<file path="config.mk">
export PLATFORM = sky130hd
export DESIGN_NAME = bts_queue
export DESIGN_NICKNAME = d
export VERILOG_FILES = /design/src/rtl/bts_pkg.sv /design/src/rtl/bts_queue.sv
export SDC_FILE = /design/constraint.sdc
export NUM_CORES = 1
export LEC_CHECK = 0
export BUFFER_PORTS_ARGS = -buffer_cell sky130_fd_sc_hd__clkbuf_2
export CAP_MARGIN = 10
export CORE_ASPECT_RATIO = 0.9
export CORE_MARGIN = 2
export CORE_UTILIZATION = 27
export CTS_BUF_LIST = sky130_fd_sc_hd__clkbuf_8 sky130_fd_sc_hd__clkbuf_16
export DETAILED_ROUTE_END_ITERATION = 7
export PLACE_DENSITY = 0.5
export SKIP_LAST_GASP = 1
export SLEW_MARGIN = 20
export SYNTH_ARGS = -nofsm -noshare
export SYNTH_HDL_FRONTEND = slang
export SYNTH_SLANG_ARGS = --single-unit
</file>
<file path="constraint.sdc">
create_clock -name clk -period 16.85 [get_ports clk]
set_input_delay 1.685 -clock clk [delete_from_list [all_inputs] [get_ports clk]]
set_output_delay 1.685 -clock clk [all_outputs]
set_load 0.03 [all_outputs]
</file>
<file path="src/rtl/bts_pkg.sv">
`timescale 1ns / 1ps
// Shared types and constants for the bilinear texture sampler.
// No dependencies; every other file of the block except bts_ram imports this package.
package bts_pkg;

	localparam int SIZE_W      = 9;
	localparam int CFG_INDEX_W = 2;
	localparam int ADDR_MAX_W  = 24;
	localparam int QUEUE_DEPTH = 4;
	localparam int OUT_DEPTH   = 4;

	localparam logic KIND_WRITE  = 1'b0;
	localparam logic KIND_SAMPLE = 1'b1;

	localparam logic [CFG_INDEX_W-1:0] CFG_IMAGE_WIDTH  = 2'd0;
	localparam logic [CFG_INDEX_W-1:0] CFG_IMAGE_HEIGHT = 2'd1;

	localparam logic [SIZE_W-1:0] SIZE_RESET = 9'd256;

	// Order in which the four corners are read.
	localparam logic [1:0] CORNER_00 = 2'd0;
	localparam logic [1:0] CORNER_10 = 2'd1;
	localparam logic [1:0] CORNER_01 = 2'd2;
	localparam logic [1:0] CORNER_11 = 2'd3;

	localparam logic signed [34:0] HALF_Q16 = 35'sd32768;

	typedef struct packed {
		logic               kind;
		logic [7:0]         texel_x;
		logic [7:0]         texel_y;
		logic [15:0]        write_red;
		logic [15:0]        write_green;
		logic [15:0]        write_blue;
		logic signed [23:0] u_coord;
		logic signed [23:0] v_coord;
	} bts_item_t;

	typedef struct packed {
		logic [15:0] sample_red;
		logic [15:0] sample_green;
		logic [15:0] sample_blue;
	} bts_result_t;

	// Classified request handed from front to back. A write uses addr[0].
	typedef struct packed {
		logic                             kind;
		logic [3:0][ADDR_MAX_W-1:0]       addr;
		logic [2:0][15:0]                 color;
		logic [15:0]                      fx;
		logic [15:0]                      fy;
	} bts_job_t;

	typedef struct packed {
		logic [2:0] out_count;
		logic [2:0] credits;
	} bts_status_t;

endpackage

</file>
<file path="src/rtl/bts_queue.sv">
`timescale 1ns / 1ps
// Short request queue that decouples front end and back end.
// Depends on bts_pkg.
module bts_queue import bts_pkg::*; (
	input  logic     clk,
	input  logic     arst_n,
	input  logic     push,
	input  bts_job_t wdata,
	output logic     full,
	input  logic     pop,
	output logic     empty,
	output bts_job_t head
);

	localparam int PW = $clog2(QUEUE_DEPTH);

	bts_job_t       mem_q [QUEUE_DEPTH];
	logic [PW-1:0]  wp_q, rp_q;
	logic [PW:0]    cnt_q;
	logic           do_push, do_pop;

	assign full    = cnt_q == (PW+1)'(QUEUE_DEPTH);
	assign empty   = cnt_q == '0;
	assign do_push = push && !full;
	assign do_pop  = pop && !empty;
	assign head    = mem_q[rp_q];

	always_ff @(posedge clk) begin
		if (do_push) begin
			mem_q[wp_q] <= wdata;
		end
	end

	always_ff @(posedge clk or negedge arst_n) begin
		if (!arst_n) begin
			wp_q  <= '0;
			rp_q  <= '0;
			cnt_q <= '0;
		end else begin
			if (do_push) begin
				wp_q <= wp_q + PW'(1);
			end
			if (do_pop) begin
				rp_q <= rp_q + PW'(1);
			end
			cnt_q <= cnt_q + (PW+1)'(do_push) - (PW+1)'(do_pop);
		end
	end

endmodule

</file>
=== Yosys cells after proc, flatten, opt, wreduce, memory -nomap -nowiden ===
Memory sizes are Yosys's and may differ from the RTL's.
Cells that the tools add are included.

* Multiplexer cells: 2
* Eq/ne operators: 1
* Add/subtract/negate cells: 4
* Reduce and logical (&&, ||, !) cells: 5

{| class="wikitable"
|+ Operator list
! kind !! count
|-
| 2-bit by 1-bit adder with 2-bit output, second input constant || 2
|-
| 3-bit by 1-bit adder with 3-bit output || 1
|-
| 3-bit == test, second input constant || 1
|-
| 3-bit logical NOT || 1
|-
| 3-bit by 1-bit subtractor with 3-bit output || 1
|-
| 1-bit logical AND || 2
|-
| 1-bit logical NOT || 2
|-
| 1-bit two-way mux || 2
|}

* Input bits: 181
* Register bits after elaboration: 7
* RAM bits: 708
* Memories: 1
* Output and inout bits: 179

{| class="wikitable"
|+ Memories
! memory !! depth !! bits a word !! read ports !! clocked after memory_dff !! write ports !! line !! source
|-
| mem_q || 4 || 177 || 1 || 0 || 1 || bts_queue.sv:17 || <nowiki>bts_job_t mem_q [QUEUE_DEPTH];</nowiki>
|}

=== Logic depth before layout (Yosys ltp) ===
* Depth after elaboration: 5
* Depth in mapped cells: 8
* Mapped depth without buffers: 8

=== Worst setup path before layout ===
OpenSTA, ideal clock, no wires.

* Path type: input port to flip-flop
* Start point: in push
* End point: mem mem_q[0][0] in the netlist's numbering, enable pin
* Cell stages on the path: 1
* Path slack: 10.500 ns
* Setup time: 0.560 ns
* Data arrival time: 5.790 ns
* Cells stage by stage: and3b_1

* Word-level cells in the longest chain between the ends: 3

{| class="wikitable"
|+ RTL lines
! element !! line !! source
|-
| start: declaration || bts_queue.sv:7 || <nowiki>input logic push,</nowiki>
|-
| 1-bit logical AND || bts_queue.sv:24 || <nowiki>assign do_push = push && !full;</nowiki>
|-
| 1-bit two-way mux || bts_queue.sv:29 || <nowiki>if (do_push) begin</nowiki>
|-
| 1-bit two-way mux (not written as such) || bts_queue.sv:30 || <nowiki>mem_q[wp_q] <= wdata;</nowiki>
|-
| end: declaration || bts_queue.sv:17 ||
|}

Every way passes these cells.

==> run_results.csv <==
group,metric,value,unit
logic_synthesis,synth.distinct_cells,19,
routing,vias_per_cell,4.32,
routing,dr.first_iter.drc_count,640,
setup_path,cp.buffers_inverters,3,
clocking,cts_resized,0,
placement,port_buffers,359,
setup_path,worstSetupStartpointType,"register",
routing,vias,11674,
power_and_ir_drop,p_leak,10.7,nW
die,die_height,298,um
layout,areaGrowthSynthToFinish,22.2,%
global_route,grtUsageTotal,11.1,%
placement,gp_congestion,0.688,
setup_path,path_max_fanout,46,
global_route,grt_max_degree,62,
run_status,status,"complete, no violations",
power_and_ir_drop,clkPwrFrac,27.1,%
layout,num-fill-cells,9010,
timing,min_period,5.54,ns
layout,postLayoutCellArea,31800,um2
power_and_ir_drop,netSwitchingFraction,34.5,%
clocking,clk_latency,0.62,ns
setup_path,cp_top_family,"buffers and inverters",
power_and_ir_drop,power,6.12,mW
die,ios,360,
logic_synthesis,yosysSeqAreaShare,82.5,%
routing,wire_per_inst,20.5,um
power_and_ir_drop,peakVddDrop,0.000102,V
setup_path,end_kind,"output port",
setup_path,worst_path_largest_cell_delay,0.84,ns
power_and_ir_drop,p_switching,2.11,mW
timing,final.setup.tns,0,ns
clocking,cts_tree,"yes",
clocking,clockBufferDepth,3,
setup_path,r2r_slack,13.46,ns
timing,timing.final.ws_setup,11.31,ns
layout,layout-drive-gt1-share,46.4,%
clocking,cts.sinks,715,
die,initial_core_util,27.3,%
setup_path,worst-endpoint-required,15.16,ns
die,die_w,331,um
power_and_ir_drop,p_seq_share,40.2,%
timing,relSlewSlack,32.1,%
layout,stdcell_count,2703,
clocking,htree_levels,3,
logic_synthesis,ys_warn_count,0,
clocking,clk_pin_slew,0.06,ns
setup_path,slowest_stage,"buf_4",
timing,rsz0062_at_grt,"false",
placement,place_area,29200,um2
logic_synthesis,netlist_instances,966,
clocking,post_cts_buffers,0,
logic_synthesis,yosys.area.top_type,"edfxtp_1",
setup_path,critPathKind,"register to output port",
clocking,numCtsBuffers,79,
routing,route.detailed.drc,0,
global_route,grt_pass1_vias,12600,
power_and_ir_drop,combPwrFrac,32.7,%
power_and_ir_drop,power_density,193,nW/um2
die,row_count,107,
routing,drt_wl_total,55.4,mm
power_and_ir_drop,power.internal,4.01,mW
timing,fin_crit_sh,32.9,%
setup_path,path_cells,"buf_4, buf_4, mux4_2, clkbuf_2",
timing,setup_viol,0,
die,fp.coreArea,95100,um2
timing,whs,0.632,ns
clocking,postCtsHoldBufs,0,
setup_path,cp.arrival,3.86,ns
logic_synthesis,ys_seq_elements,715,
timing,skew,0.0195,ns
clocking,cts-root-buf,"clkbuf_16",
logic_synthesis,synth_area_per_cell,26.9,um2
routing,first_pass_iters,6,
die,die_area,98800,um2
layout,num-nets-final,1573,
setup_path,cp_common_cell,"buf_4",
global_route,grt_pass1_wl,81.1,mm
timing,final_max_slew_viol_count,0,
global_route,antenna_found_initial,17,
global_route,gr-total-overflow,0,
logic_synthesis,synth_area_leaders,"edfxtp_1 82%, mux4_2 15%, dfrtp_1 0.67%",
logic_synthesis,syn-num-nets,1154,
logic_synthesis,netlist.area_leader.share,81.8,%
placement,place_ws,11.68,ns
placement,hpwl,33.4,mm
timing,fmax,180,MHz
timing,worstMarginPinSlew,1.02,ns
routing,ant_nets,0,
timing,hold_viol,0,
logic_synthesis,netlist_area,26000,um2
placement,dp.cells,2557,
hold_path,hold_path_class,"register to register",
job,cap_violations,0,
layout,finalCoreUtilization,33.4,%
==> final timing paths <==
path | start | depth (start not counted) | end
setup / recovery | rp_q[0]$_DFFE_PN0P_ | 4 | head[75]
hold / removal | wp_q[1]$_DFFE_PN0P_ | 2 | wp_q[1]$_DFFE_PN0P_
setup reg to reg | cnt_q[2]$_DFF_PN0_ | 4 | mem_q[3][88]$_DFFE_PP_
hold reg to reg | wp_q[1]$_DFFE_PN0P_ | 2 | wp_q[1]$_DFFE_PN0P_
max in group asynchronous | arst_n | 1 | rp_q[1]$_DFFE_PN0P_
min in group asynchronous | arst_n | 1 | rp_q[0]$_DFFE_PN0P_
==> worst register-to-register path, cell delays in order (launching register included) <==
cell and delay, ns:
dfrtp_1 0.44, nor3b_2 0.24, and3b_4 0.65, buf_4 0.71, buf_4 0.93
==> synthesized netlist by cell type <==
library cell and instances:
xnor2_1 4, nor3_1 1, nand4bb_1 2, clkbuf_1 6, o211ai_1 2, and3b_1 4
fa_1 1, ha_1 6, edfxtp_1 708, nand2_1 1, dfrtp_1 7, buf_6 14
o31ai_1 1, nand2b_1 4, mux4_2 177, nor3b_2 1, inv_1 6, o311ai_0 1
buf_2 20
==> flip-flops by register name (all words and copies together), names as in the netlist <==
name,flops
wp_q,2
cnt_q,3
mem_q,708
rp_q,2
==> cells by family after synthesis <==
group | Yosys count | synth area share [%]
and+or+nand+nor | 13 | 0.400
AOI/OAI and AO/OA | 4 | 0.120
adders and majority gates | 7 | 0.366
buffers and inverters | 46 | 1.17
DFF | 715 | 82.5
muxes | 177 | 15.3
xor gates and xnor gates | 4 | 0.135
==> cell type report <==
class / count / area [um2] / area share (%)
Clock buffer: 80 / 2000 / 6.30
Multi-Input combinational cell: 205 / 4270 / 13.4
Sequential cell: 715 / 21400 / 67.5
Inverter: 6 / 22.5 / 0.0709
Antenna cell: 4 / 10.0 / 0.0315
Tap cell: 1253 / 1570 / 4.94
Timing Repair Buffer: 378 / 1940 / 6.11
Clock inverter: 62 / 507 / 1.60
==> power by group through the flow <==
stage | Clock, mW | Combinational (mW) | Sequential, mW
3_5_place_dp | 0 | 2.06 | 2.51
2_1_floorplan | 0 | 1.49 | 2.49
6_report | 1.66 | 2.00 | 2.46
3_3_place_gp | 0 | 2.07 | 2.49
5_1_grt | 1.78 | 2.14 | 2.50
4_1_cts | 1.72 | 2.07 | 2.47
==> placed cells by master (no fill, tap or decap), types with 4 or more instances in the layout <==
cell,count
nand2b_1,4
dfrtp_1,5
clkinv_2,13
clkbuf_2,359
diode_2,4
and3b_4,4
clkbuf_16,80
edfxtp_1,708
mux4_2,177
inv_1,22
inv_6,4
clkinv_1,17
bufinv_16,8
ha_1,6
xnor2_1,4
buf_4,19
==> metal layers <==
| layer | GRT usage [%] | vias up | share of wire, % |
|---|---|---|---|
| met5 | 0 | - | 0.31 |
| met4 | 3.85 | 24 | 3.0 |
| met3 | 5.12 | 118 | 9.9 |
| met2 | 17.3 | 337 | 47 |
| met1 | 13.5 | 6128 | 40 |
| li1 | - | 5067 | - |
No activity file was read; power rests on OpenSTA's default activity.
