--- config.mk ---
export PLATFORM = sky130hd
export DESIGN_NAME = bts_front
export DESIGN_NICKNAME = d
export VERILOG_FILES = /design/src/rtl/bts_pkg.sv /design/src/rtl/bts_front.sv
export SDC_FILE = /design/constraint.sdc
export NUM_CORES = 1
export LEC_CHECK = 0
export BUFFER_PORTS_ARGS = -buffer_cell sky130_fd_sc_hd__buf_2
export CAP_MARGIN = 0
export CORE_MARGIN = 2
export CORE_UTILIZATION = 60
export CTS_CLUSTER_SIZE = 24
export DETAILED_ROUTE_END_ITERATION = 12
export HOLD_SLACK_MARGIN = 0.06
export PLACE_DENSITY_LB_ADDON = 0.3
export SETUP_SLACK_MARGIN = 0.5
export SLEW_MARGIN = 20
export SYNTH_ARGS = -nofsm -noshare
export SYNTH_HDL_FRONTEND = slang
export SYNTH_SLANG_ARGS = --single-unit
--- constraint.sdc ---
create_clock -name clk -period 20.2 [get_ports clk]
set_input_delay 6.06 -clock clk [delete_from_list [all_inputs] [get_ports clk]]
set_output_delay 6.06 -clock clk [all_outputs]
set_load 0.02 [all_outputs]
--- src/rtl/bts_pkg.sv ---
`timescale 1ns / 1ps
// Shared types and constants for the bilinear texture sampler.
// No dependencies; every other file of the block except bts_ram imports this package.
package bts_pkg;

	localparam int SIZE_W      = 9;
	localparam int CFG_INDEX_W = 2;
	localparam int ADDR_MAX_W  = 24;
	localparam int QUEUE_DEPTH = 4;
	localparam int OUT_DEPTH   = 4;

	localparam logic KIND_WRITE  = 1'b0;
	localparam logic KIND_SAMPLE = 1'b1;

	localparam logic [CFG_INDEX_W-1:0] CFG_IMAGE_WIDTH  = 2'd0;
	localparam logic [CFG_INDEX_W-1:0] CFG_IMAGE_HEIGHT = 2'd1;

	localparam logic [SIZE_W-1:0] SIZE_RESET = 9'd256;

	// Order in which the four corners are read.
	localparam logic [1:0] CORNER_00 = 2'd0;
	localparam logic [1:0] CORNER_10 = 2'd1;
	localparam logic [1:0] CORNER_01 = 2'd2;
	localparam logic [1:0] CORNER_11 = 2'd3;

	localparam logic signed [34:0] HALF_Q16 = 35'sd32768;

	typedef struct packed {
		logic               kind;
		logic [7:0]         texel_x;
		logic [7:0]         texel_y;
		logic [15:0]        write_red;
		logic [15:0]        write_green;
		logic [15:0]        write_blue;
		logic signed [23:0] u_coord;
		logic signed [23:0] v_coord;
	} bts_item_t;

	typedef struct packed {
		logic [15:0] sample_red;
		logic [15:0] sample_green;
		logic [15:0] sample_blue;
	} bts_result_t;

	// Classified request handed from front to back. A write uses addr[0].
	typedef struct packed {
		logic                             kind;
		logic [3:0][ADDR_MAX_W-1:0]       addr;
		logic [2:0][15:0]                 color;
		logic [15:0]                      fx;
		logic [15:0]                      fy;
	} bts_job_t;

	typedef struct packed {
		logic [2:0] out_count;
		logic [2:0] credits;
	} bts_status_t;

endpackage

--- src/rtl/bts_front.sv ---
`timescale 1ns / 1ps
// Front end: size registers, request intake, coordinate mapping and corner addresses.
// Depends on bts_pkg.
module bts_front import bts_pkg::*; #(
	parameter int MAX_WIDTH  = 256,
	parameter int MAX_HEIGHT = 256
) (
	input  logic                   clk,
	input  logic                   arst_n,
	input  logic                   push,
	output logic                   full,
	input  bts_item_t              item,
	input  logic                   cfg_we,
	input  logic [CFG_INDEX_W-1:0] cfg_index,
	input  logic [SIZE_W-1:0]      cfg_data,
	output logic                   job_valid,
	output bts_job_t               job,
	input  logic                   job_full
);

	localparam int AW = $clog2(MAX_WIDTH * MAX_HEIGHT);

	logic [SIZE_W-1:0] width_q, height_q;
	logic [SIZE_W-1:0] w_use, h_use;
	logic              v_s1, v_s2;
	bts_item_t         item_s1;
	logic [SIZE_W-1:0] w_s1, h_s1;
	logic signed [34:0] prod_u_s1, prod_v_s1;
	logic              keep_s1;
	bts_job_t          job_s2, job_d;
	logic              stall, adv1, accept;
	logic signed [34:0] tu, tv;
	logic [19:0]       x0, x1, y0, y1;

	function automatic logic [SIZE_W-1:0] clamp_size(input logic [SIZE_W-1:0] s, input int mx);
		if (s == '0) begin
			return SIZE_W'(1);
		end else if (32'(s) > mx) begin
			return SIZE_W'(mx);
		end
		return s;
	endfunction

	function automatic logic [19:0] clamp_corner(input logic signed [19:0] c,
		input logic [SIZE_W-1:0] size);
		logic signed [19:0] top;
		top = signed'(20'(size)) - 20'sd1;
		if (c < 0) begin
			return '0;
		end else if (c > top) begin
			return top;
		end
		return c;
	endfunction

	function automatic logic [ADDR_MAX_W-1:0] texel_addr(input logic [19:0] x, input logic [19:0] y);
		logic [AW-1:0] a;
		a = AW'(AW'(y) * AW'(MAX_WIDTH) + AW'(x));
		return ADDR_MAX_W'(a);
	endfunction

	assign w_use = clamp_size(width_q, MAX_WIDTH);
	assign h_use = clamp_size(height_q, MAX_HEIGHT);

	always_ff @(posedge clk or negedge arst_n) begin
		if (!arst_n) begin
			width_q  <= SIZE_RESET;
			height_q <= SIZE_RESET;
		end else if (cfg_we) begin
			case (cfg_index)
				CFG_IMAGE_WIDTH:  width_q  <= cfg_data;
				CFG_IMAGE_HEIGHT: height_q <= cfg_data;
				default: ;
			endcase
		end
	end

	assign stall  = v_s2 && job_full;
	assign adv1   = !v_s1 || !stall;
	assign full   = v_s1 && stall;
	assign accept = push && !full;

	// Writes outside the store are dropped here.
	assign keep_s1 = (item_s1.kind == KIND_SAMPLE) ||
		((32'(item_s1.texel_x) < MAX_WIDTH) && (32'(item_s1.texel_y) < MAX_HEIGHT));

	always_ff @(posedge clk or negedge arst_n) begin
		if (!arst_n) begin
			v_s1 <= 1'b0;
			v_s2 <= 1'b0;
		end else begin
			if (adv1) begin
				v_s1 <= accept;
			end
			if (!stall) begin
				v_s2 <= v_s1 && keep_s1;
			end
		end
	end

	always_ff @(posedge clk) begin
		if (adv1 && accept) begin
			item_s1   <= item;
			w_s1      <= w_use;
			h_s1      <= h_use;
			prod_u_s1 <= item.u_coord * signed'({1'b0, w_use});
			prod_v_s1 <= item.v_coord * signed'({1'b0, h_use});
		end
		if (!stall) begin
			job_s2 <= job_d;
		end
	end

	assign tu = prod_u_s1 - HALF_Q16;
	assign tv = prod_v_s1 - HALF_Q16;
	assign x0 = clamp_corner(20'(signed'(tu[34:16])), w_s1);
	assign x1 = clamp_corner(20'(signed'(tu[34:16])) + 20'sd1, w_s1);
	assign y0 = clamp_corner(20'(signed'(tv[34:16])), h_s1);
	assign y1 = clamp_corner(20'(signed'(tv[34:16])) + 20'sd1, h_s1);

	always_comb begin
		job_d       = '0;
		job_d.kind  = item_s1.kind;
		job_d.color = {item_s1.write_blue, item_s1.write_green, item_s1.write_red};
		job_d.fx    = tu[15:0];
		job_d.fy    = tv[15:0];
		if (item_s1.kind == KIND_SAMPLE) begin
			job_d.addr[CORNER_00] = texel_addr(x0, y0);
			job_d.addr[CORNER_10] = texel_addr(x1, y0);
			job_d.addr[CORNER_01] = texel_addr(x0, y1);
			job_d.addr[CORNER_11] = texel_addr(x1, y1);
		end else begin
			job_d.addr[CORNER_00] = texel_addr(20'(item_s1.texel_x), 20'(item_s1.texel_y));
		end
	end

	assign job_valid = v_s2;
	assign job       = job_s2;

endmodule

* Yosys cells after proc, flatten, opt, wreduce, memory -nomap -nowiden *
Index checks and enable logic that the tools add are counted.

storage, ports and cells
  word-level logic and storage cells = 95
  bits in registers = 350

operators by class
  multiplexer cells = 31
  multipliers = 2
  magnitude comparators = 10
  reduce and logical (&&, ||, !) cells = 13
  equality and inequality tests = 1
  $add $sub $neg = 11

operator list
  kind                      number
  $mux W16                  7
  $sub A35 B17 Y35 const B  2
  $mul A24 B10 Y34          2
  $add A16 B16 Y16          4
  $mux W9                   6
  $mux W8                   6
  $add A19 B2 Y20 const B   2
  $gt A20 B10 Y1            2
  $lt A20 B1 Y1 const B     2
  $gt A19 B10 Y1            2
  $lt A19 B1 Y1 const B     2
  $sub A9 B1 Y10 const B    2
  $gt A9 B9 Y1 const B      2
  $logic_not A9 Y1          2
  $add A16 B8 Y16           1
  $mux W1                   12
  $logic_and A1 B1 Y1       4
  $reduce_and A2 Y1         2
  $logic_not A1 Y1          3
  $eq A2 B1 Y1 const B      1
  $logic_not A2 Y1          1
  $logic_or A1 B1 Y1        1

* Depth between registers and ports, before layout *
Gate-level depths: netlist of run 1.

  word-level depth = 7
  mapped depth = 34

* Worst setup path before layout of run 1 *
OpenSTA, ideal clock, no wires.

  kind = input to output
  start = input port job_full
  end = output port full
  data arrival time = 6.298 ns
  cell stages on the path = 2
  path slack = 7.842 ns
  buffers on the path = 0
  cell sequence = nand3_1 inv_1

on the way
  longest elaborated chain between the ends = 2

RTL lines
  what                 line             text
  from (decl)          bts_front.sv:18  input logic job_full
  $logic_and A1 B1 Y1  bts_front.sv:78  assign stall = v_s2 && job_full;
  $logic_and A1 B1 Y1  bts_front.sv:80  assign full = v_s1 && stall;
  to (decl)            bts_front.sv:11  output logic full,

No other way between the ends.

* Final worst setup path of run 1 *
Ends and elaborated chain as after synthesis.

==> results.yml, run 1 <==
pwr:
  p_leak_nw: 16.0
  power_density_mw_per_mm2: 186
  ir_worst_vdd_v: 0.000120
floorplan:
  die_w_um: 230
  pin_count: 308
  start_util_pct: 60.9
  fp.dieH_um: 230
  core.rowCount: 82
  dieArea_mm2: 0.0527
  fp.coreArea_mm2: 0.0502
synthesis:
  synthSimpleGateAreaFrac_pct: 14.7
  synth-edff-count: 288
  synthFlopType: "edfxtp_1"
  synth_xor_area_share_pct: 4.63
  synthMuxAreaShare_pct: 1.31
  yosys_warnings: 0
  yosysMostFrequentCell: "inv_1"
  synth-adder-area-share_pct: 34.4
  ys_types: 87
  synth-compound-area-share_pct: 7.09
  synth_top_area_share_pct: 28.3
  synthTopCellsByCount: "inv_1, fa_1, edfxtp_1"
  syn_area_mm2: 0.0306
  synth_top_family_by_area: "adder cells"
  async_flop_share_pct: 6.49
  synth_area_per_cell_um2: 10.4
  synthTopCellsByArea: "edfxtp_1, fa_1, ha_1"
  synth_largest_area_cell: "edfxtp_1"
  synthCells: 2940
  ys_seq_elements: 308
  yosysSeqAreaShare_pct: 29.9
cts:
  clk_pin_slew_ns: 0.06
  cts_setup_buffers: 0
  root_buffer: "clkbuf_16"
  cts_tree: "yes"
  htree_levels: 2
  cts_resized: 0
  postCtsHoldBufs: 0
  cts_made_buffers: 35
  cts_sinks: 308
  worst_skew_pair.late_latency_ns: 0.55
  cts_buffer_depth: 3
routing:
  first_pass_iters: 6
  drtIter0Drc: 1504
  vias: 21600
  wl_mm: 68.8
  wl_per_cell_um: 17.8
  antenna_left: 0
  detail_route.vias_per_cell: 5.57
  drc: 0
worst_setup_path:
  crit_required_ns: 14.14
  arrival_ns: 6.50
  crit_fanout: 3
  cp-startpoint: "job_full"
  end_kind: "output pin"
  reg2reg_to: "prod_u_s1[30]"
  rr_worst_depth: 22
  r2r-start: "width_q[5]"
  setup.worst_path.end: "full"
  cp-start-kind: "primary input"
  r2r_slack_ns: 11.35
  worstSetupPathType: "primary input to output pin"
sta:
  max_slew_margin_pct: 32.3
  rsz0062_at_grt: "no"
  finalSetupViolCount: 0
  clock_skew_ns: 0.0234
  fin_crit_ns: 12.56
  setup_tns_ns: 0
  fmax_mhz: 79.6
  fin_crit_sh_pct: 62.2
  slew_violations: 0
  worst_slew_pin_slew_ns: 1.02
  report.final.hold_viol_count: 0
run_status:
  outcome: "finished, final reports clean"
global_route:
  gr-total-overflow: 0
  grt_pass1_vias: 22300
  grt_max_degree: 77
  grt_pass1_wl_mm: 112
  antenna_found_initial: 6
  gr-usage-all-layers_pct: 26.2
placed_design:
  io_buffers: 275
  place_hpwl_mm: 53.6
  gp_congestion: 0.950
  dp_cells: 3807
job:
  drv_cap: 0
cells_and_area:
  fin_nets: 3924
  layout.cells.non_filler: 3876
  layout-drive-gt1-share_pct: 12.9
  syn2layout_area_growth_pct: 10.1
worst_hold_path:
  hold_class: "flop to flop"
## layout make-up
class	instances	area, um^2
inverter	482	1810
clock buffer	43	927
sequential	308	9150
multi-input combinational	2057	19100
fill	3840	16500
timing repair buffer	288	1470
antenna	5	12.5
tap	672	841
clock inverter	21	292
## report_power, final
part           switching, mW  internal, mW  leakage (nW)
clock                  0.257         0.408         0.593
combinational           2.55          1.85          12.3
sequential             0.113          1.07          3.09
total                   2.92          3.33          16.0
## worst max-delay path, stage by stage
cell     delay (ns)
buf_2          0.11
nand3_1        0.11
inv_1          0.07
buf_2          0.15
## state kept, by name (all words and copies together), names as in the netlist
signal / cells
prod_v_s1: 34
w_s1: 9
width_q: 9
v_s1: 1
prod_u_s1: 34
job: 137
height_q: 9
job_valid: 1
h_s1: 9
item_s1: 65
## stage by stage
step                      cell area, um^2  power (mW)  worst slack, ns  hold slack (ns)  util, %
after detailed placement            32400        5.56             7.63            0.405     64.6
after CTS                           33600        6.26             7.63            0.402     67.0
after floorplan                     30700        4.52             7.84            0.400        -
final                               33600        6.25             7.64            0.408     67.0
after global placement              32400        5.39             7.64            0.400     64.6
after global routing                33600        6.86             7.58            0.411     67.0
## per-layer routing
layer,vias to the layer above,part of all wire (%),global-route usage (%)
met2,770,48,43.4
li1,10100,-,-
met3,108,7.0,3.84
met4,2,2.0,7.12
met1,10600,43,36.5
met5,-,0.019,0
## kinds of logic after synthesis
| logic type | Yosys count |
|---|---|
| xor gates and xnor gates | 160 |
| and+or+nand+nor | 874 |
| adders and majority gates | 623 |
| buffers and inverters | 606 |
| DFF | 308 |
| muxes | 37 |
| AOI/OAI and AO/OA | 331 |
| other | 1 |
## worst min path at each step
stage                         end  cells after the start    startpoint  slack (ns)
final                     job[48]                      0   item_s1[64]        0.41
after global routing      job[48]                      0   item_s1[64]        0.41
after CTS                 job[50]                      0   item_s1[66]        0.40
after detailed placement   job[2]                      0  prod_v_s1[2]        0.40
after global placement    job[46]                      0   item_s1[94]        0.40
after floorplan            job[0]                      0  prod_v_s1[0]        0.40
## placed cells by master, fill, tap and decap left out, drive strengths merged, types with 38 or more instances in the layout
| master | synthesis | routed |
|---|---|---|
| edfxtp | 288 | 288 |
| a21oi | 107 | 107 |
| and3 | 101 | 101 |
| xor2 | 51 | 51 |
| nor3 | 42 | 42 |
| fa | 360 | 360 |
| ha | 263 | 263 |
| nor2 | 133 | 133 |
| nand2 | 263 | 263 |
| and2 | 164 | 164 |
| inv | 482 | 486 |
| nor2b | 38 | 38 |
| o21ai | 55 | 55 |
| a21o | 53 | 53 |
| clkbuf | 69 | 43 |
| xnor2 | 108 | 108 |
| buf | 55 | 288 |
No activity file was read; power rests on OpenSTA's default activity.
==> run 2, diff against run 1 <==
==> constraint.sdc (replaced) <==
create_clock -name clk -period 11.59 [get_ports clk]
set_input_delay 3.477 -clock clk [delete_from_list [all_inputs] [get_ports clk]]
set_output_delay 3.477 -clock clk [all_outputs]
set_load 0.02 [all_outputs]
==> run 2 against run 1 <==
  * Global-route usage increased by 0.83 points
  * Cell count down 0.23%
  * Largest power group unchanged
  * Utilization decreased by 0.20 points
  * Clock skew increased by 0.0072 ns
  * First-iteration DRC count fell by 2.3%
  * Routed wire length increased by 2.0%
  * Power increased by 75%
  * Clock power grew 65%
  * Die area unchanged
  * Combinational power rose by 76%
  * Critical path depth is 17 higher
==> results.yml, run 2 (synthesis gave the netlist of run 1 again) <==
worst_setup_path:
  cp-start-kind: "primary input"
  r2r-start: "width_q[5]"
  cp-startpoint: "item[29]"
  crit_fanout: 9
  crit_required_ns: 11.88
  end_kind: "flop"
  arrival_ns: 9.49
  worstSetupPathType: "primary input to flop"
cells_and_area:
  syn2layout_area_growth_pct: 9.72
  fill_cells: 3860
  fin_nets: 3920
  largest_reg_flops: 137
  most-common-layout-cells: "inv_1, fa_1, edfxtp_1, buf_2"
  final_common_cell: "inv_1"
  final_util_pct: 66.8
  layout-drive-gt1-share_pct: 12.7
sta:
  report.final.hold_viol_count: 0
  worst_slew_pin_slew_ns: 1.05
  fin_crit_sh_pct: 79.3
  fin_crit_ns: 9.20
  hold_ws_ns: 0.405
  setup_tns_ns: 0
  slew_violations: 0
  rsz0062_at_grt: "no"
  fmax_mhz: 109
  max_slew_margin_pct: 28.0
  finalSetupViolCount: 0
  clock_skew_ns: 0.0306
global_route:
  grt_pass1_wl_mm: 115
  antenna_found_initial: 3
  grt_pass1_vias: 22500
  gr-total-overflow: 0
  gr-usage-all-layers_pct: 27.1
  grt_max_degree: 77
cts:
  cts_buffer_depth: 3
  cts_resized: 0
  worst_skew_pair.late_latency_ns: 0.55
  cts_setup_buffers: 0
  cts_sinks: 308
  root_buffer: "clkbuf_16"
  postCtsHoldBufs: 0
  cts_tree: "yes"
  htree_levels: 2
  cts_made_buffers: 34
  clk_pin_slew_ns: 0.06
pwr:
  netSwitchingPower_mw: 5.19
  p_comb_share_pct: 71.1
  seq_power_share_pct: 18.8
  ir_worst_vdd_v: 0.000209
  power_density_mw_per_mm2: 326
  internal-power_mw: 5.75
  switching_share_pct: 47.5
  p_leak_nw: 15.9
  power_frac_clock_pct: 10.0
job:
  drv_cap: 0
routing:
  antenna_left: 0
  routed.top_layer: "met5"
  wl_met3_mm: 4.94
  vias: 21700
  first_pass_iters: 5
  drtIter0Drc: 1470
  drc: 0
  dr_wl_met2_mm: 33.8
  met1_length_mm: 30.1
  wl_mm: 70.2
  detail_route.vias_per_cell: 5.61
  wl_per_cell_um: 18.2
floorplan:
  pin_count: 308
  die_w_um: 230
  fp.dieH_um: 230
  start_util_pct: 60.9
  core.rowCount: 82
  dieArea_mm2: 0.0527
  fp.coreArea_mm2: 0.0502
worst_hold_path:
  hold_class: "flop to flop"
  hp-start: "item_s1[61]"
placed_design:
  io_buffers: 275
  place_hpwl_mm: 54.9
  gp_congestion: 0.938
run_status:
  outcome: "finished, final reports clean"
-- run 2: worst max-delay path: stages --
cell       delay, ns
buf_2           0.18
nand2_1         0.11
fa_1            0.54
fa_1            0.51
inv_1           0.04
ha_1            0.27
inv_1           0.05
fa_1            0.47
inv_1           0.05
fa_1            0.44
ha_1            0.36
and3_1          0.19
a2111oi_0       0.93
a211oi_1        0.23
o21ai_0         0.32
a21oi_1         0.12
o22ai_1         0.39
o311ai_0        0.28
a31o_2          0.28
a21oi_1         0.18
xnor2_1         0.08
-- run 2: final timing paths --
path,endpoint,slack [ns],cells past startpoint
max,prod_u_s1[30],2.39,21
min,job[77],0.40,0
max reg2reg,prod_u_s1[30],2.56,25
min reg2reg,job[77],0.40,0
max in group asynchronous,width_q[8],8.39,1
min in group asynchronous,height_q[7],2.87,1
-- run 2: power by group through the flow --
stage / clock network (mW) / registers (mW) / logic (mW)
floorplan: 0 / 2.18 / 5.70
global placement: 0 / 2.07 / 7.38
detailed placement: 0 / 2.08 / 7.69
CTS: 1.13 / 2.06 / 7.76
global route: 1.17 / 2.10 / 8.76
finish: 1.10 / 2.06 / 7.78
-- run 2: area by class of cell --
type | count | area [um^2] | area share (%)
antenna | 2 | 5.00 | 0.0149
clock buffer | 41 | 898 | 2.68
clock inverter | 20 | 249 | 0.743
inverter | 482 | 1810 | 5.40
multi-input combinational | 2057 | 19100 | 57.0
sequential | 308 | 9150 | 27.3
tap | 672 | 841 | 2.51
timing repair buffer | 285 | 1450 | 4.33
-- run 2: metal layers --
layer	GRT usage, %	vias to the layer above
li1	-	10000
met1	37.5	10700
met2	45.2	801
met3	4.18	118
met4	6.37	2
met5	0	-
-- run 2: per-stage QoR --
step	total power, mW	setup WS, ns	area (um^2)	cells
global route	12.0	2.01	33500	3867
CTS	10.9	2.32	33500	3865
floorplan	7.88	2.63	30700	2971
detailed placement	9.77	1.89	32400	3804
global placement	9.45	2.00	32400	3804
finish	10.9	2.39	33500	3867
==> run 3, diff against run 2 <==
==> constraint.sdc (replaced) <==
create_clock -name clk -period 8.8 [get_ports clk]
set_input_delay 2.64 -clock clk [delete_from_list [all_inputs] [get_ports clk]]
set_output_delay 2.64 -clock clk [all_outputs]
set_load 0.02 [all_outputs]
==> run 3 against run 2 <==
  * Worst hold slack better by 0.0041 ns
  * Cell count increased by 0.54%
  * Routed wire length down 0.46%
  * Clock skew fell by 0.0074 ns
  * Flip-flop and latch count unchanged
  * Critical path type unchanged
  * Critical endpoint is now prod_v_s1[32]
==> results.yml, run 3 (synthesis gave the netlist of run 1 again) <==
pwr:
  seq_power_share_pct: 18.7
  netSwitchingPower_mw: 6.78
  p_leak_nw: 16.0
  ir_worst_vdd_v: 0.000255
  power_density_mw_per_mm2: 427
  internal-power_mw: 7.57
  p_comb_share_pct: 71.7
  switching_share_pct: 47.2
  power_frac_clock_pct: 9.6
  p_total_mw: 14.4
worst_setup_path:
  path_buf_inv: 4
  cp-start-kind: "primary input"
  arrival_ns: 8.29
  cp.depth: 21
  worstSetupPathType: "primary input to flop"
  worst_path_most_repeated_cell: "fa_1"
  crit_required_ns: 9.08
  critPathSlowestCell: "fa_1"
  rr_worst_depth: 32
  slowest_delay_ns: 0.54
  path_cells: "buf_2 -> and3_1 -> fa_1 -> inv_1 -> fa_1 -> inv_1 -> fa_1 -> fa_1 -> fa_1 -> ha_1 -> a21oi_1 -> a21oi_1 -> or2_2 -> a2111oi_0 -> buf_4 -> o31ai_1 -> a41oi_1 -> a21oi_1 -> a41o_1 -> a21oi_1 -> xnor2_1"
  end_kind: "flop"
  crit_fanout: 9
  critPathTopFamily: "adder cells"
sta:
  setup_tns_ns: 0
  finalSetupViolCount: 0
  report.final.hold_viol_count: 0
  fmax_mhz: 125
  clock_skew_ns: 0.0233
  slew_violations: 0
  rsz0062_at_grt: "yes"
  worst_slew_pin_slew_ns: 0.986
  fin_crit_ns: 8.02
  fin_crit_sh_pct: 91.1
  max_slew_margin_pct: 34.2
cells_and_area:
  layout-drive-gt1-share_pct: 13.2
  multiInputGateArea_mm2: 0.0191
  fin_nets: 3941
  fill_cells: 3877
  most-common-layout-cells: "inv_1, fa_1, edfxtp_1, buf_2, ha_1"
  seq_area_mm2: 0.00915
  largest_reg_flops: 137
  final_util_pct: 67.0
  syn2layout_area_growth_pct: 10.1
  final_common_cell: "inv_1"
worst_hold_path:
  hold_class: "flop to flop"
  whs_path_depth: 0
floorplan:
  dieArea_mm2: 0.0527
  start_util_pct: 60.9
  fp.dieH_um: 230
  core.rowCount: 82
  fp.coreArea_mm2: 0.0502
  pin_count: 308
  die_w_um: 230
routing:
  wl_mm: 69.9
  wl_per_cell_um: 18.0
  drtIter0Drc: 1198
  drc: 0
  detail_route.vias_per_cell: 5.55
  vias: 21600
  antenna_left: 0
  first_pass_iters: 7
cts:
  cts_buffer_depth: 3
  htree_levels: 2
  worst_skew_pair.late_latency_ns: 0.54
  root_buffer: "clkbuf_16"
  cts_sinks: 308
  cts_made_buffers: 34
  cts_tree: "yes"
  clk_pin_slew_ns: 0.06
global_route:
  grt_pass1_vias: 22500
  grt_use_met2_pct: 44.8
  gr-usage-all-layers_pct: 27.2
  grt_pass1_wl_mm: 116
  antenna_found_initial: 4
  grt_max_degree: 70
  grt_use_met3_pct: 4.32
  use_met1_pct: 37.8
  gr-total-overflow: 0
  busiest_layer: "met2"
placed_design:
  gp_congestion: 0.943
  io_buffers: 275
  place_hpwl_mm: 55.6
run_status:
  outcome: "finished, final reports clean"
job:
  drv_cap: 0
[run 3: through the flow]
stage | setup WS [ns] | cells | hold slack, ns | instance area, um^2
finish | 0.782 | 3888 | 0.409 | 33600
global route | 0.408 | 3888 | 0.420 | 33600
global placement | 0.392 | 3825 | 0.400 | 32500
detailed placement | 0.246 | 3825 | 0.405 | 32500
floorplan | 0.676 | 2971 | 0.400 | 30700
CTS | 0.809 | 3885 | 0.413 | 33600
[run 3: per-layer routing]
layer / vias up / part of all wire (%) / wire length (um)
met5: - / 0.016 / 11
met4: 2 / 2.3 / 1580
met3: 108 / 6.6 / 4580
met2: 713 / 48 / 33600
met1: 10700 / 43 / 30100
li1: 10100 / - / -
[run 3: worst paths after layout]
kind                               start            end  slack, ns
setup / recovery                 item[7]  prod_v_s1[32]       0.78
min in group asynchronous         arst_n      job_valid       2.04
setup reg to reg           prod_v_s1[15]       job[167]       0.93
hold / removal               item_s1[66]        job[50]       0.41
hold reg to reg              item_s1[66]        job[50]       0.41
max in group asynchronous         arst_n     width_q[8]       6.43
[run 3: power by group through the flow]
stage          Sequential [mW]  Combinational, mW  Clock, mW
2_1_floorplan             2.87               7.51          0
3_3_place_gp              2.70               9.73          0
3_5_place_dp              2.72               10.1          0
4_1_cts                   2.69               10.2       1.41
5_1_grt                   2.74               11.6       1.47
6_report                  2.69               10.3       1.38
[run 3: layout make-up]
class / count / share of cell area (%)
Multi-Input combinational cell: 2057 / 56.9
Sequential cell: 308 / 27.2
Inverter: 482 / 5.38
Timing Repair Buffer: 306 / 4.78
Clock buffer: 42 / 2.68
Tap cell: 672 / 2.50
Clock inverter: 18 / 0.513
Antenna cell: 3 / 0.0223
[run 3: timing repair]
item                       CTS  global route
gates resized for setup      0             4
setup endpoints to repair    0             6
hold buffers                 0             0
buffers inserted             0             0
[run 3: worst reg2reg max path: cells and delay by family (launching register included)]
kind / cells / cell delay (ns)
buffers and inverters: 2 / 0.27
and+or+nand+nor: 15 / 3.66
DFF: 1 / 0.49
adders and majority gates: 3 / 0.87
xor gates and xnor gates: 2 / 0.76
AOI/OAI and AO/OA: 10 / 1.69
